`config.mk`:
```
export PLATFORM = sky130hd
export DESIGN_NAME = first_fit_heap_allocator
export DESIGN_NICKNAME = d
export VERILOG_FILES = /design/src/design/ffha_pkg.sv /design/src/design/first_fit_heap_allocator.sv
export VERILOG_INCLUDE_DIRS = /design/src /design/src/design
export SDC_FILE = /design/constraint.sdc
export NUM_CORES = 2
export LEC_CHECK = 0
export BUFFER_PORTS_ARGS = -buffer_cell sky130_fd_sc_hd__buf_2
export CAP_MARGIN = 25
export CORE_AREA = 2 2 655 820
export DETAILED_ROUTE_END_ITERATION = 10
export DIE_AREA = 0 0 657 822
export PLACE_DENSITY_LB_ADDON = 0.1
export SLEW_MARGIN = 20
export SYNTH_ARGS = -nofsm -noshare
export SYNTH_HDL_FRONTEND = slang
export SYNTH_SLANG_ARGS = --single-unit
```
`constraint.sdc`:
```
create_clock -name clk -period 26 [get_ports clk]
set_input_delay 5.2 -clock clk [delete_from_list [all_inputs] [get_ports clk]]
set_output_delay 5.2 -clock clk [all_outputs]
set_load 0.005 [all_outputs]
```
`src/design/first_fit_heap_allocator_assert.svh`:
```
// Assertion macros for the first-fit heap allocator.
// Expects clk and arst_n in the scope of the module that includes it.
`ifndef FIRST_FIT_HEAP_ALLOCATOR_ASSERT_SVH
`define FIRST_FIT_HEAP_ALLOCATOR_ASSERT_SVH
// same-cycle implication
`define FFHA_ASSERT_SAME(lbl, ante, cons, msg) \
	lbl: assert property (@(posedge clk) disable iff (!arst_n) (ante) |-> (cons)) \
		else $error(msg);
// next-cycle implication
`define FFHA_ASSERT_NEXT(lbl, ante, cons, msg) \
	lbl: assert property (@(posedge clk) disable iff (!arst_n) (ante) |=> (cons)) \
		else $error(msg);
`endif

```
`src/design/ffha_pkg.sv`:
```
// Package for the first-fit heap allocator: field widths, status codes,
// register indexes, reset values and the sequencer state type. No dependencies.
`default_nettype none
package ffha_pkg;
	localparam int MAX_BLOCKS_DEF   = 64;
	localparam int HEAP_LIMIT_DEF   = 1048576;
	localparam int PAGE_BYTES_DEF   = 4096;
	localparam int HEADER_BYTES_DEF = 20;

	localparam int REQ_W  = 21;
	localparam int ADDR_W = 20;
	localparam int SIZE_W = 21;
	localparam int MINR_W = 13;

	typedef logic [1:0] status_t;
	localparam status_t STAT_OK      = 2'd0;
	localparam status_t STAT_LIMIT   = 2'd1;
	localparam status_t STAT_NOBLOCK = 2'd2;
	localparam status_t STAT_FULL    = 2'd3;

	localparam logic ACT_ALLOC = 1'b0;
	localparam logic ACT_FREE  = 1'b1;

	localparam logic REG_INIT = 1'b0;
	localparam logic REG_MINR = 1'b1;

	localparam logic [REQ_W-1:0]  INIT_HEAP_RST = 21'd65536;
	localparam logic [MINR_W-1:0] MINR_RST      = 13'd16;

	typedef enum logic [4:0] {
		S_INIT, S_IDLE, S_SC_RD, S_SC_EV, S_DIV, S_GROW, S_SPL, S_SH_RD, S_SH_WR,
		S_INS, S_MARK, S_F_RRD, S_F_REV, S_F_WR, S_RM_RD, S_RM_WR, S_DONE
	} state_t;
endpackage
`default_nettype wire

```
`src/design/first_fit_heap_allocator.sv`:
```
// First-fit heap allocator top level: block table memory and its sequencer.
// Depends on ffha_pkg and first_fit_heap_allocator_assert.svh.
//
// Usage: an item (action, request_bytes, free_address) is taken at a clock
// edge with start high and busy low. busy stays high until the result has
// been shown: status, address and granted_bytes are valid for exactly one
// cycle while done is high. The receiver cannot stall; done is not repeated.
// Operation: one table memory with one read port (registered data) walks the
// address-ordered block table, reading and then evaluating each entry. An
// allocate runs the first-fit scan, then on a miss the page rounding (a
// reciprocal multiply, a scale back to bytes, then the growth), and moves
// entries one by one, a read and a write each, when a split opens a slot.
// A free runs the scan and the merge, and moves entries up to close the gap.
// One item at a time.
// Reset: the block comes out of reset writing table entry 0 (init state,
// busy high) so the heap is one free block of initial_heap_bytes, capped at
// HEAP_LIMIT_BYTES. An APB write of initial_heap_bytes in idle repeats that step.
`default_nettype none
module first_fit_heap_allocator #(
	parameter int MAX_BLOCKS       = ffha_pkg::MAX_BLOCKS_DEF,
	parameter int HEAP_LIMIT_BYTES = ffha_pkg::HEAP_LIMIT_DEF,
	parameter int PAGE_BYTES       = ffha_pkg::PAGE_BYTES_DEF,
	parameter int HEADER_BYTES     = ffha_pkg::HEADER_BYTES_DEF
) (
	input  wire                          clk,
	input  wire                          arst_n,
	input  wire                          psel,
	input  wire                          penable,
	input  wire                          pwrite,
	input  wire  [2:0]                   paddr,
	input  wire  [31:0]                  pwdata,
	output logic [31:0]                  prdata,
	output logic                         pready,
	input  wire                          start,
	output logic                         busy,
	input  wire                          action,
	input  wire  [ffha_pkg::REQ_W-1:0]   request_bytes,
	input  wire  [ffha_pkg::ADDR_W-1:0]  free_address,
	output logic                         done,
	output ffha_pkg::status_t            status,
	output logic [ffha_pkg::ADDR_W-1:0]  address,
	output logic [ffha_pkg::SIZE_W-1:0]  granted_bytes
);
	import ffha_pkg::*;

	localparam int SZW = $clog2(HEAP_LIMIT_BYTES + 1);
	localparam int CW  = ((SZW > REQ_W) ? SZW : REQ_W) + 3;
	localparam int DW  = CW + 17;
	localparam int BW  = $clog2(CW);
	localparam int IW  = (MAX_BLOCKS > 1) ? $clog2(MAX_BLOCKS) : 1;
	localparam int NW  = $clog2(MAX_BLOCKS + 1) + 1;
	localparam int PGL = $clog2(PAGE_BYTES);
	localparam int RSH = CW + PGL;
	localparam int RW  = CW + 1;
	localparam int PW  = 2 * CW + 1;

	localparam logic [CW-1:0] HDR  = CW'(HEADER_BYTES);
	localparam logic [CW-1:0] LIM  = CW'(HEAP_LIMIT_BYTES);
	localparam logic [CW-1:0] PGM1 = CW'(PAGE_BYTES - 1);
	localparam logic [CW-1:0] PGC  = CW'(PAGE_BYTES);
	localparam longint RECIP_L = ((longint'(1) << RSH) + longint'(PAGE_BYTES) - longint'(1))
		/ longint'(PAGE_BYTES);
	localparam logic [RW-1:0] RECIP = RW'(RECIP_L);
	localparam logic [NW-1:0] MAXB = NW'(MAX_BLOCKS);
	localparam logic [NW-1:0] ONE  = NW'(1);

	// block table
	logic [SZW-1:0] mem_start [MAX_BLOCKS];
	logic [SZW-1:0] mem_bytes [MAX_BLOCKS];
	logic           mem_used  [MAX_BLOCKS];
	logic [SZW-1:0] rd_start, rd_bytes;
	logic           rd_used;
	logic           we;
	logic [IW-1:0]  wa, ra;
	logic [SZW-1:0] wd_start, wd_bytes;
	logic           wd_used;

	state_t state_q, nxt;
	logic [REQ_W-1:0]  init_q;
	logic [MINR_W-1:0] minr_q;
	logic [NW-1:0]     cnt_q, idx_q, k_q;
	logic [SZW-1:0]    top_q;
	logic              act_q;
	logic [REQ_W-1:0]  req_q;
	logic [ADDR_W-1:0] fad_q;
	logic [SZW-1:0]    cur_start_q, cur_bytes_q, prv_start_q, prv_bytes_q, rgt_bytes_q;
	logic              cur_used_q, prv_used_q, rgt_used_q, rgt_ok_q;
	logic [DW-1:0]     rem_q;
	logic [BW-1:0]     bit_q;
	logic [1:0]        rmv_q;
	status_t           res_status_q;
	logic [ADDR_W-1:0] res_addr_q;
	logic [SIZE_W-1:0] res_granted_q;

	logic          cfg_wr;
	logic [CW-1:0] req_c, need_c, spl_need_c, x_c, grow_c, init_c, top_c, grow_top_c;
	logic [CW-1:0] ins_start_c, ins_bytes_c, data_addr_c, msum_c, ext_c;
	logic [SZW-1:0] sat_c;
	logic [PW-1:0] div_prod_c, div_quo_c;
	logic          hit, last, lim_fail, full_fail, do_split, lm, rm;
	logic [1:0]    r_c;
	logic [NW-1:0] idx1, idx2, p_c, p1, kr, km1;

	assign cfg_wr = psel && penable && pwrite;
	assign pready = 1'b1;
	assign prdata = (paddr[2] == REG_MINR) ? 32'(minr_q) : 32'(init_q);

	assign req_c       = CW'(req_q);
	assign need_c      = req_c + HDR;
	assign spl_need_c  = req_c + HDR + HDR + CW'(minr_q);
	assign x_c         = req_c + HDR + HDR + PGM1;
	assign grow_c      = rem_q[CW-1:0];
	assign init_c      = CW'(init_q);
	assign sat_c       = (init_c > LIM) ? LIM[SZW-1:0] : init_c[SZW-1:0];
	assign top_c       = CW'(top_q);
	assign grow_top_c  = top_c + grow_c;
	assign ins_start_c = CW'(cur_start_q) + need_c;
	assign ins_bytes_c = CW'(cur_bytes_q) - req_c - HDR;
	assign data_addr_c = CW'(cur_start_q) + HDR;
	assign ext_c       = CW'(cur_bytes_q) + grow_c;
	// page count by reciprocal multiply, exact for every x below 2^CW
	assign div_prod_c  = PW'(x_c) * PW'(RECIP);
	assign div_quo_c   = div_prod_c >> RSH;

	assign idx1 = idx_q + ONE;
	assign idx2 = idx_q + NW'(2);
	assign km1  = k_q - ONE;
	assign kr   = k_q + NW'(rmv_q);

	assign hit = (act_q == ACT_FREE) ?
		((CW'(rd_start) + HDR) == CW'(fad_q)) :
		(!rd_used && (CW'(rd_bytes) >= need_c));
	assign last      = (idx1 == cnt_q);
	assign lim_fail  = grow_top_c > LIM;
	assign full_fail = cur_used_q && (cnt_q >= MAXB);
	assign do_split  = (CW'(cur_bytes_q) >= spl_need_c) && (cnt_q < MAXB);

	// merge with free neighbours on a free
	assign lm     = (idx_q != '0) && !prv_used_q;
	assign rm     = rgt_ok_q && !rgt_used_q;
	assign r_c    = {1'b0, lm} + {1'b0, rm};
	assign p_c    = lm ? (idx_q - ONE) : idx_q;
	assign p1     = p_c + ONE;
	assign msum_c = (lm ? CW'(prv_bytes_q) : '0) + CW'(cur_bytes_q)
		+ (rm ? CW'(rgt_bytes_q) : '0);

	always_ff @(posedge clk) begin
		if (we) begin
			mem_start[wa] <= wd_start;
			mem_bytes[wa] <= wd_bytes;
			mem_used[wa]  <= wd_used;
		end
		rd_start <= mem_start[ra];
		rd_bytes <= mem_bytes[ra];
		rd_used  <= mem_used[ra];
	end

	always_comb begin
		nxt = state_q;
		case (state_q)
			S_INIT: nxt = S_IDLE;
			S_IDLE: begin
				if (cfg_wr && paddr[2] == REG_INIT) nxt = S_INIT;
				else if (start) nxt = S_SC_RD;
			end
			S_SC_RD: nxt = S_SC_EV;
			S_SC_EV: begin
				if (hit) begin
					if (act_q == ACT_ALLOC) nxt = S_SPL;
					else if (!rd_used) nxt = S_DONE;
					else if (idx1 < cnt_q) nxt = S_F_RRD;
					else nxt = S_F_WR;
				end else if (last) begin
					nxt = (act_q == ACT_ALLOC) ? S_DIV : S_DONE;
				end else begin
					nxt = S_SC_RD;
				end
			end
			S_DIV: if (bit_q == '0) nxt = S_GROW;
			S_GROW: nxt = (lim_fail || full_fail) ? S_DONE : S_SPL;
			S_SPL: begin
				if (!do_split) nxt = S_MARK;
				else if (cnt_q > idx1) nxt = S_SH_RD;
				else nxt = S_INS;
			end
			S_SH_RD: nxt = S_SH_WR;
			S_SH_WR: nxt = (k_q == idx2) ? S_INS : S_SH_RD;
			S_INS:   nxt = S_MARK;
			S_MARK:  nxt = S_DONE;
			S_F_RRD: nxt = S_F_REV;
			S_F_REV: nxt = S_F_WR;
			S_F_WR: begin
				if (r_c != '0 && (p1 + NW'(r_c)) < cnt_q) nxt = S_RM_RD;
				else nxt = S_DONE;
			end
			S_RM_RD: nxt = S_RM_WR;
			S_RM_WR: nxt = ((kr + ONE) < cnt_q) ? S_RM_RD : S_DONE;
			S_DONE:  nxt = S_IDLE;
			default: nxt = S_IDLE;
		endcase
	end

	always_comb begin
		we       = 1'b0;
		wa       = idx_q[IW-1:0];
		ra       = idx_q[IW-1:0];
		wd_start = cur_start_q;
		wd_bytes = cur_bytes_q;
		wd_used  = 1'b0;
		case (state_q)
			S_INIT: begin
				we       = 1'b1;
				wa       = '0;
				wd_start = '0;
				wd_bytes = sat_c;
			end
			S_GROW: begin
				if (!lim_fail && !full_fail) begin
					we = 1'b1;
					if (cur_used_q) begin
						wa       = cnt_q[IW-1:0];
						wd_start = top_q;
						wd_bytes = grow_c[SZW-1:0];
					end else begin
						wd_bytes = ext_c[SZW-1:0];
					end
				end
			end
			S_SH_RD: ra = km1[IW-1:0];
			S_SH_WR: begin
				we       = 1'b1;
				wa       = k_q[IW-1:0];
				wd_start = rd_start;
				wd_bytes = rd_bytes;
				wd_used  = rd_used;
			end
			S_INS: begin
				we       = 1'b1;
				wa       = idx1[IW-1:0];
				wd_start = ins_start_c[SZW-1:0];
				wd_bytes = ins_bytes_c[SZW-1:0];
			end
			S_MARK: begin
				we      = 1'b1;
				wd_used = 1'b1;
			end
			S_F_RRD: ra = idx1[IW-1:0];
			S_F_WR: begin
				we       = 1'b1;
				wa       = p_c[IW-1:0];
				wd_start = lm ? prv_start_q : cur_start_q;
				wd_bytes = msum_c[SZW-1:0];
			end
			S_RM_RD: ra = kr[IW-1:0];
			S_RM_WR: begin
				we       = 1'b1;
				wa       = k_q[IW-1:0];
				wd_start = rd_start;
				wd_bytes = rd_bytes;
				wd_used  = rd_used;
			end
			default: we = 1'b0;
		endcase
	end

	always_ff @(posedge clk or negedge arst_n) begin
		if (!arst_n) begin
			state_q <= S_INIT;
			init_q  <= INIT_HEAP_RST;
			minr_q  <= MINR_RST;
			cnt_q   <= ONE;
			top_q   <= '0;
		end else begin
			state_q <= nxt;
			if (cfg_wr) begin
				if (paddr[2] == REG_MINR) minr_q <= pwdata[MINR_W-1:0];
				else init_q <= pwdata[REQ_W-1:0];
			end
			case (state_q)
				S_INIT: begin
					cnt_q <= ONE;
					top_q <= sat_c;
				end
				S_GROW: begin
					if (!lim_fail && !full_fail) begin
						top_q <= grow_top_c[SZW-1:0];
						if (cur_used_q) cnt_q <= cnt_q + ONE;
					end
				end
				S_INS:   cnt_q <= cnt_q + ONE;
				S_F_WR:  if (nxt == S_DONE) cnt_q <= cnt_q - NW'(r_c);
				S_RM_WR: if (nxt == S_DONE) cnt_q <= cnt_q - NW'(rmv_q);
				default: cnt_q <= cnt_q;
			endcase
		end
	end

	always_ff @(posedge clk) begin
		case (state_q)
			S_IDLE: begin
				act_q <= action;
				req_q <= request_bytes;
				fad_q <= free_address;
				idx_q <= '0;
			end
			S_SC_EV: begin
				prv_start_q <= cur_start_q;
				prv_bytes_q <= cur_bytes_q;
				prv_used_q  <= cur_used_q;
				cur_start_q <= rd_start;
				cur_bytes_q <= rd_bytes;
				cur_used_q  <= rd_used;
				rgt_ok_q    <= 1'b0;
				bit_q       <= BW'(1);
				res_addr_q  <= '0;
				if (hit && act_q == ACT_FREE) begin
					res_status_q  <= rd_used ? STAT_OK : STAT_NOBLOCK;
					res_granted_q <= rd_used ? SIZE_W'(rd_bytes) : '0;
				end else begin
					res_status_q  <= STAT_NOBLOCK;
					res_granted_q <= '0;
				end
				if (!hit && !last) idx_q <= idx1;
			end
			S_DIV: begin
				// pages for (req + 2 headers + page - 1), then back to bytes
				if (bit_q != '0) rem_q <= DW'(div_quo_c[CW-1:0]);
				else rem_q <= DW'(rem_q[CW-1:0] * PGC);
				bit_q <= bit_q - BW'(1);
			end
			S_GROW: begin
				res_addr_q    <= '0;
				res_granted_q <= '0;
				res_status_q  <= lim_fail ? STAT_LIMIT : STAT_FULL;
				if (cur_used_q) begin
					cur_start_q <= top_q;
					cur_bytes_q <= grow_c[SZW-1:0];
					cur_used_q  <= 1'b0;
					idx_q       <= cnt_q;
				end else begin
					cur_bytes_q <= ext_c[SZW-1:0];
				end
			end
			S_SPL:   k_q <= cnt_q;
			S_SH_WR: k_q <= km1;
			S_INS:   cur_bytes_q <= need_c[SZW-1:0];
			S_MARK: begin
				res_status_q  <= STAT_OK;
				res_addr_q    <= data_addr_c[ADDR_W-1:0];
				res_granted_q <= SIZE_W'(cur_bytes_q);
			end
			S_F_REV: begin
				rgt_bytes_q <= rd_bytes;
				rgt_used_q  <= rd_used;
				rgt_ok_q    <= 1'b1;
			end
			S_F_WR: begin
				k_q   <= p1;
				rmv_q <= r_c;
			end
			S_RM_WR: k_q <= k_q + ONE;
			default: k_q <= k_q;
		endcase
	end

	assign busy          = (state_q != S_IDLE);
	assign done          = (state_q == S_DONE);
	assign status        = res_status_q;
	assign address       = res_addr_q;
	assign granted_bytes = res_granted_q;

`include "first_fit_heap_allocator_assert.svh"
	`FFHA_ASSERT_NEXT(a_busy_after_start, start && !busy, busy, "accepted item did not raise busy")
	`FFHA_ASSERT_SAME(a_cnt_range, 1'b1, cnt_q >= ONE && cnt_q <= MAXB, "block count out of range")
	`FFHA_ASSERT_SAME(a_fail_zero, done && status != STAT_OK, address == '0 && granted_bytes == '0, "failed item carries data")
	`FFHA_ASSERT_SAME(a_top_limit, 1'b1, CW'(top_q) <= LIM, "heap top beyond limit")
endmodule
`default_nettype wire
```
==> metrics.txt <==
dpl hpwl 278500 um; die width 657 um; number of synthesized flops with an enable pin about 3000; Slew Viols, Final 0; CP Max Fanout 23; Seq pwr share 35.0%; first-pass GRT wire length 646600 um; root buffer cell clkbuf_16; Switching Share 40.98%; TritonCTS buffer count between 300 and 400; CTS tree yes; cell count after synthesis 7974; Critical path buffers and inverters 2; Synth Cell Area ~130000 um^2; Non-Filler Instances 15729; Clock power frac 20.5%; unrepaired setup endpoints after global routing no; setup violators final 0; critical path, cell by cell buf_2, mux2_2, buf_2; FP Rows 300; Worst Hold Class reg2reg; total iterations of the first detailed-routing run 5; Max rail drop VDD 0.1128 mV; Critical Path RT 20.80 ns; wirelength, routed 465100 um; Synth Flop Type edfxtp_1; cell family contributing the most delay on the critical path buffers and inverters; Iter 0 DRT Violations 6058; largest net degree at the start of global routing roughly 100; core area 532300 um^2; PostCTS Resize Cnt 0; clk_lat worst skew 0.96 ns; asr flop ratio synth 2.191%; minimum clock period 11.34 ns; layout cell share with drive strength beyond 1 21.22%; Worst-path clk slew around 0.06 ns; PwrDens between 150 and 200 nW/um^2; CP Launch Type input pin; H-tree levels 5; MaxCap Viol Count 0; Hold-fix buffers, CTS 0; num ports 161; setup bufs post-CTS 0; setup skew after layout 0.04312 ns; Leak 50.16 nW; post-synth top area share around 68%; delay of the slowest critical-path stage 0.41 ns; placed insts 15108; CP Capture Type output port; sequential area share after synthesis 69.72%; Residual DRC 0; Port Buffer Count ~140; Switching Power 9.517 mW; Final Hold Violating Endpoints 0; initial antenna violation count 12; main area contributors after synthesis edfxtp_1, mux4_2, nand2_1, ha_1, nand3_1; Initial Util around a quarter; CP most frequent cell buf_2; Internal 13.71 mW; die height between 800 and 900 um; max_slew headroom 29.37%; clk sinks 3104; Syn. warnings 0; Post-Layout Inst Area 154600 um^2; mean routed wirelength per cell just under 30 um; FMAX 88.15 MHz; Nets ~8700; ANT nets after route 0; RR Startpoint state_q[2]$_DFF_PN0_; vias in the first global route ~80000; hold_sp rd_bytes[18]$_DFF_P_; total number of vias 75808; All-Layer GR Usage ~17%; dpl cell area 144000 um^2; Fillers 53260; Yosys reg bits ~3100; Tcrit/Tclk final 43.63%; worst slew pin tran 1.059 ns; crit path launch paddr[2]; Logic pwr share 44.5%; Avg Cell Area, Syn 16.63 um^2; Synth-to-Final Area Change 16.63%; total grt overflow 0; GPL Wtd Cong 0.8401; slowest stage cell on the critical path buf_2; post-synth top area cell edfxtp_1; status complete, no violations; Layout Utilization 29.05%; final setup TNS 0 ns; Setup CP Type in2out; DR vias/cell 4.820; full die area 540100 um^2; critical path arrival 6.14 ns; CTS Buffer Depth 4; Synth cell types 90
-- layer usage --
metal / part of all wire, % / track usage (%) / wire, um / vias up
li1: - / - / - / 32420
met1: 41 / 21.05 / 191800 / 40962
met2: 51 / 30.37 / 239200 / 1823
met3: 3.7 / 1.789 / 17050 / 601
met4: 3.7 / 5.522 / 17070 / 2
met5: 0.0024 / 0 / 11 / -
-- cell type report --
class                      count  area (um^2)  area share (%)
antenna                       17        42.54         0.02751
clock buffer                 453         9119           5.896
clock inverter               150         1499          0.9693
inverter                     152        570.5          0.3689
multi-input combinational   4281        38730           25.05
sequential                  3104        92440           59.78
tap                         7097         8880           5.742
timing repair buffer         475         3363           2.175
-- Yosys cell counts, types with 27 or more instances --
cell      instances
xnor2_1         131
a221o_1          31
ha_1            227
fa_1             29
and2_1           66
nand3_1         360
mux4_2          688
o21ai_0         189
clkbuf_1        290
mux2_2           51
nor3_1          105
a211oi_1         30
buf_2            81
nor2_1          251
dfxtp_1          43
a311oi_1        104
dfrtp_1          65
mux2i_1          38
and3_1           93
nand4_1          27
a21o_1           47
a31oi_1          71
nand2b_1         27
xor2_1           98
edfxtp_1       2993
buf_1            63
o21a_1           32
a21oi_1         250
nand2_1         934
o211ai_1         29
a221oi_1         28
nor2b_1          31
nor4_1           40
inv_1           151
-- power by group through the flow --
stage	Clock, mW	Combinational, mW	Sequential [mW]
2_1_floorplan	0	6.17	8.10
3_3_place_gp	0	10.4	8.22
3_5_place_dp	0	10.6	8.25
4_1_cts	4.93	10.6	8.15
5_1_grt	5.09	11.3	8.18
6_report	4.77	10.3	8.13
-- state kept, by name, summed over array words and instances, names as in the netlist, 21 cells and up --
register and cells:
init_q 21, rgt_bytes_q 21, prv_bytes_q 21, rd_bytes 21, rem_q 24, top_q 21, mem_bytes 1344, granted_bytes 21
cur_bytes_q 21, mem_start 1344, req_q 21, rd_start 21, prv_start_q 21, cur_start_q 21, mem_used 64
-- placed cells by master (no fill, tap or decap), types with 30 or more instances in the layout --
cell type | synthesis | routed
a31oi_1 | 71 | 68
clkinv_2 | 0 | 52
a21oi_1 | 250 | 232
dfrtp_1 | 65 | 65
o21a_1 | 32 | 32
clkbuf_1 | 290 | 100
buf_4 | 12 | 328
mux2_2 | 51 | 51
nand2_1 | 934 | 928
mux2i_1 | 38 | 38
nor2b_1 | 31 | 30
inv_1 | 151 | 147
ha_1 | 227 | 227
clkbuf_16 | 0 | 345
nor3_1 | 105 | 74
buf_2 | 81 | 136
a311oi_1 | 104 | 96
and3_1 | 93 | 92
nor3_2 | 6 | 33
and2_1 | 66 | 66
xor2_1 | 98 | 98
clkinv_1 | 0 | 51
edfxtp_1 | 2993 | 2993
nand3_1 | 360 | 356
dfxtp_1 | 43 | 43
xnor2_1 | 131 | 131
mux4_2 | 688 | 688
a21o_1 | 47 | 45
o21ai_0 | 189 | 187
nor2_1 | 251 | 249
-- worst paths after layout --
check / to / slack [ns] / cells after the start
worst max-delay path: prdata[6] / 14.66 / 3
worst min-delay path: rgt_bytes_q[18]$_DFFE_PP_ / 0.56 / 0
worst max register to register: rd_start[1]$_DFF_P_ / 18.05 / 15
worst min register to register: rgt_bytes_q[18]$_DFFE_PP_ / 0.56 / 0
max in group asynchronous: cnt_q[1]$_DFFE_PN0P_ / 20.73 / 2
min in group asynchronous: init_q[11]$_DFFE_PN0P_ / 4.16 / 1
-- through the flow --
step                      power [mW]  setup WS, ns  hold WS, ns
after floorplan                14.27         14.90       0.4244
after global placement         18.60         14.64       0.5560
after detailed placement       18.80         14.62       0.5579
after CTS                      23.66         14.62       0.5521
after global routing           24.53         14.58       0.5721
final                          23.23         14.66       0.5558
-- logic make-up after synthesis --
family | after synthesis | synth area share, %
buffers and inverters | 601 | 1.824
AND/OR/NAND/NOR | 2006 | 6.899
adder cells (fa/ha/maj) | 257 | 2.587
AO/OA/AOI/OAI | 997 | 5.036
flip-flops | 3104 | 69.72
multiplexers | 777 | 12.41
XOR/XNOR | 230 | 1.525
other | 2 | 0.005664
Power figures use the tool's default switching activity.
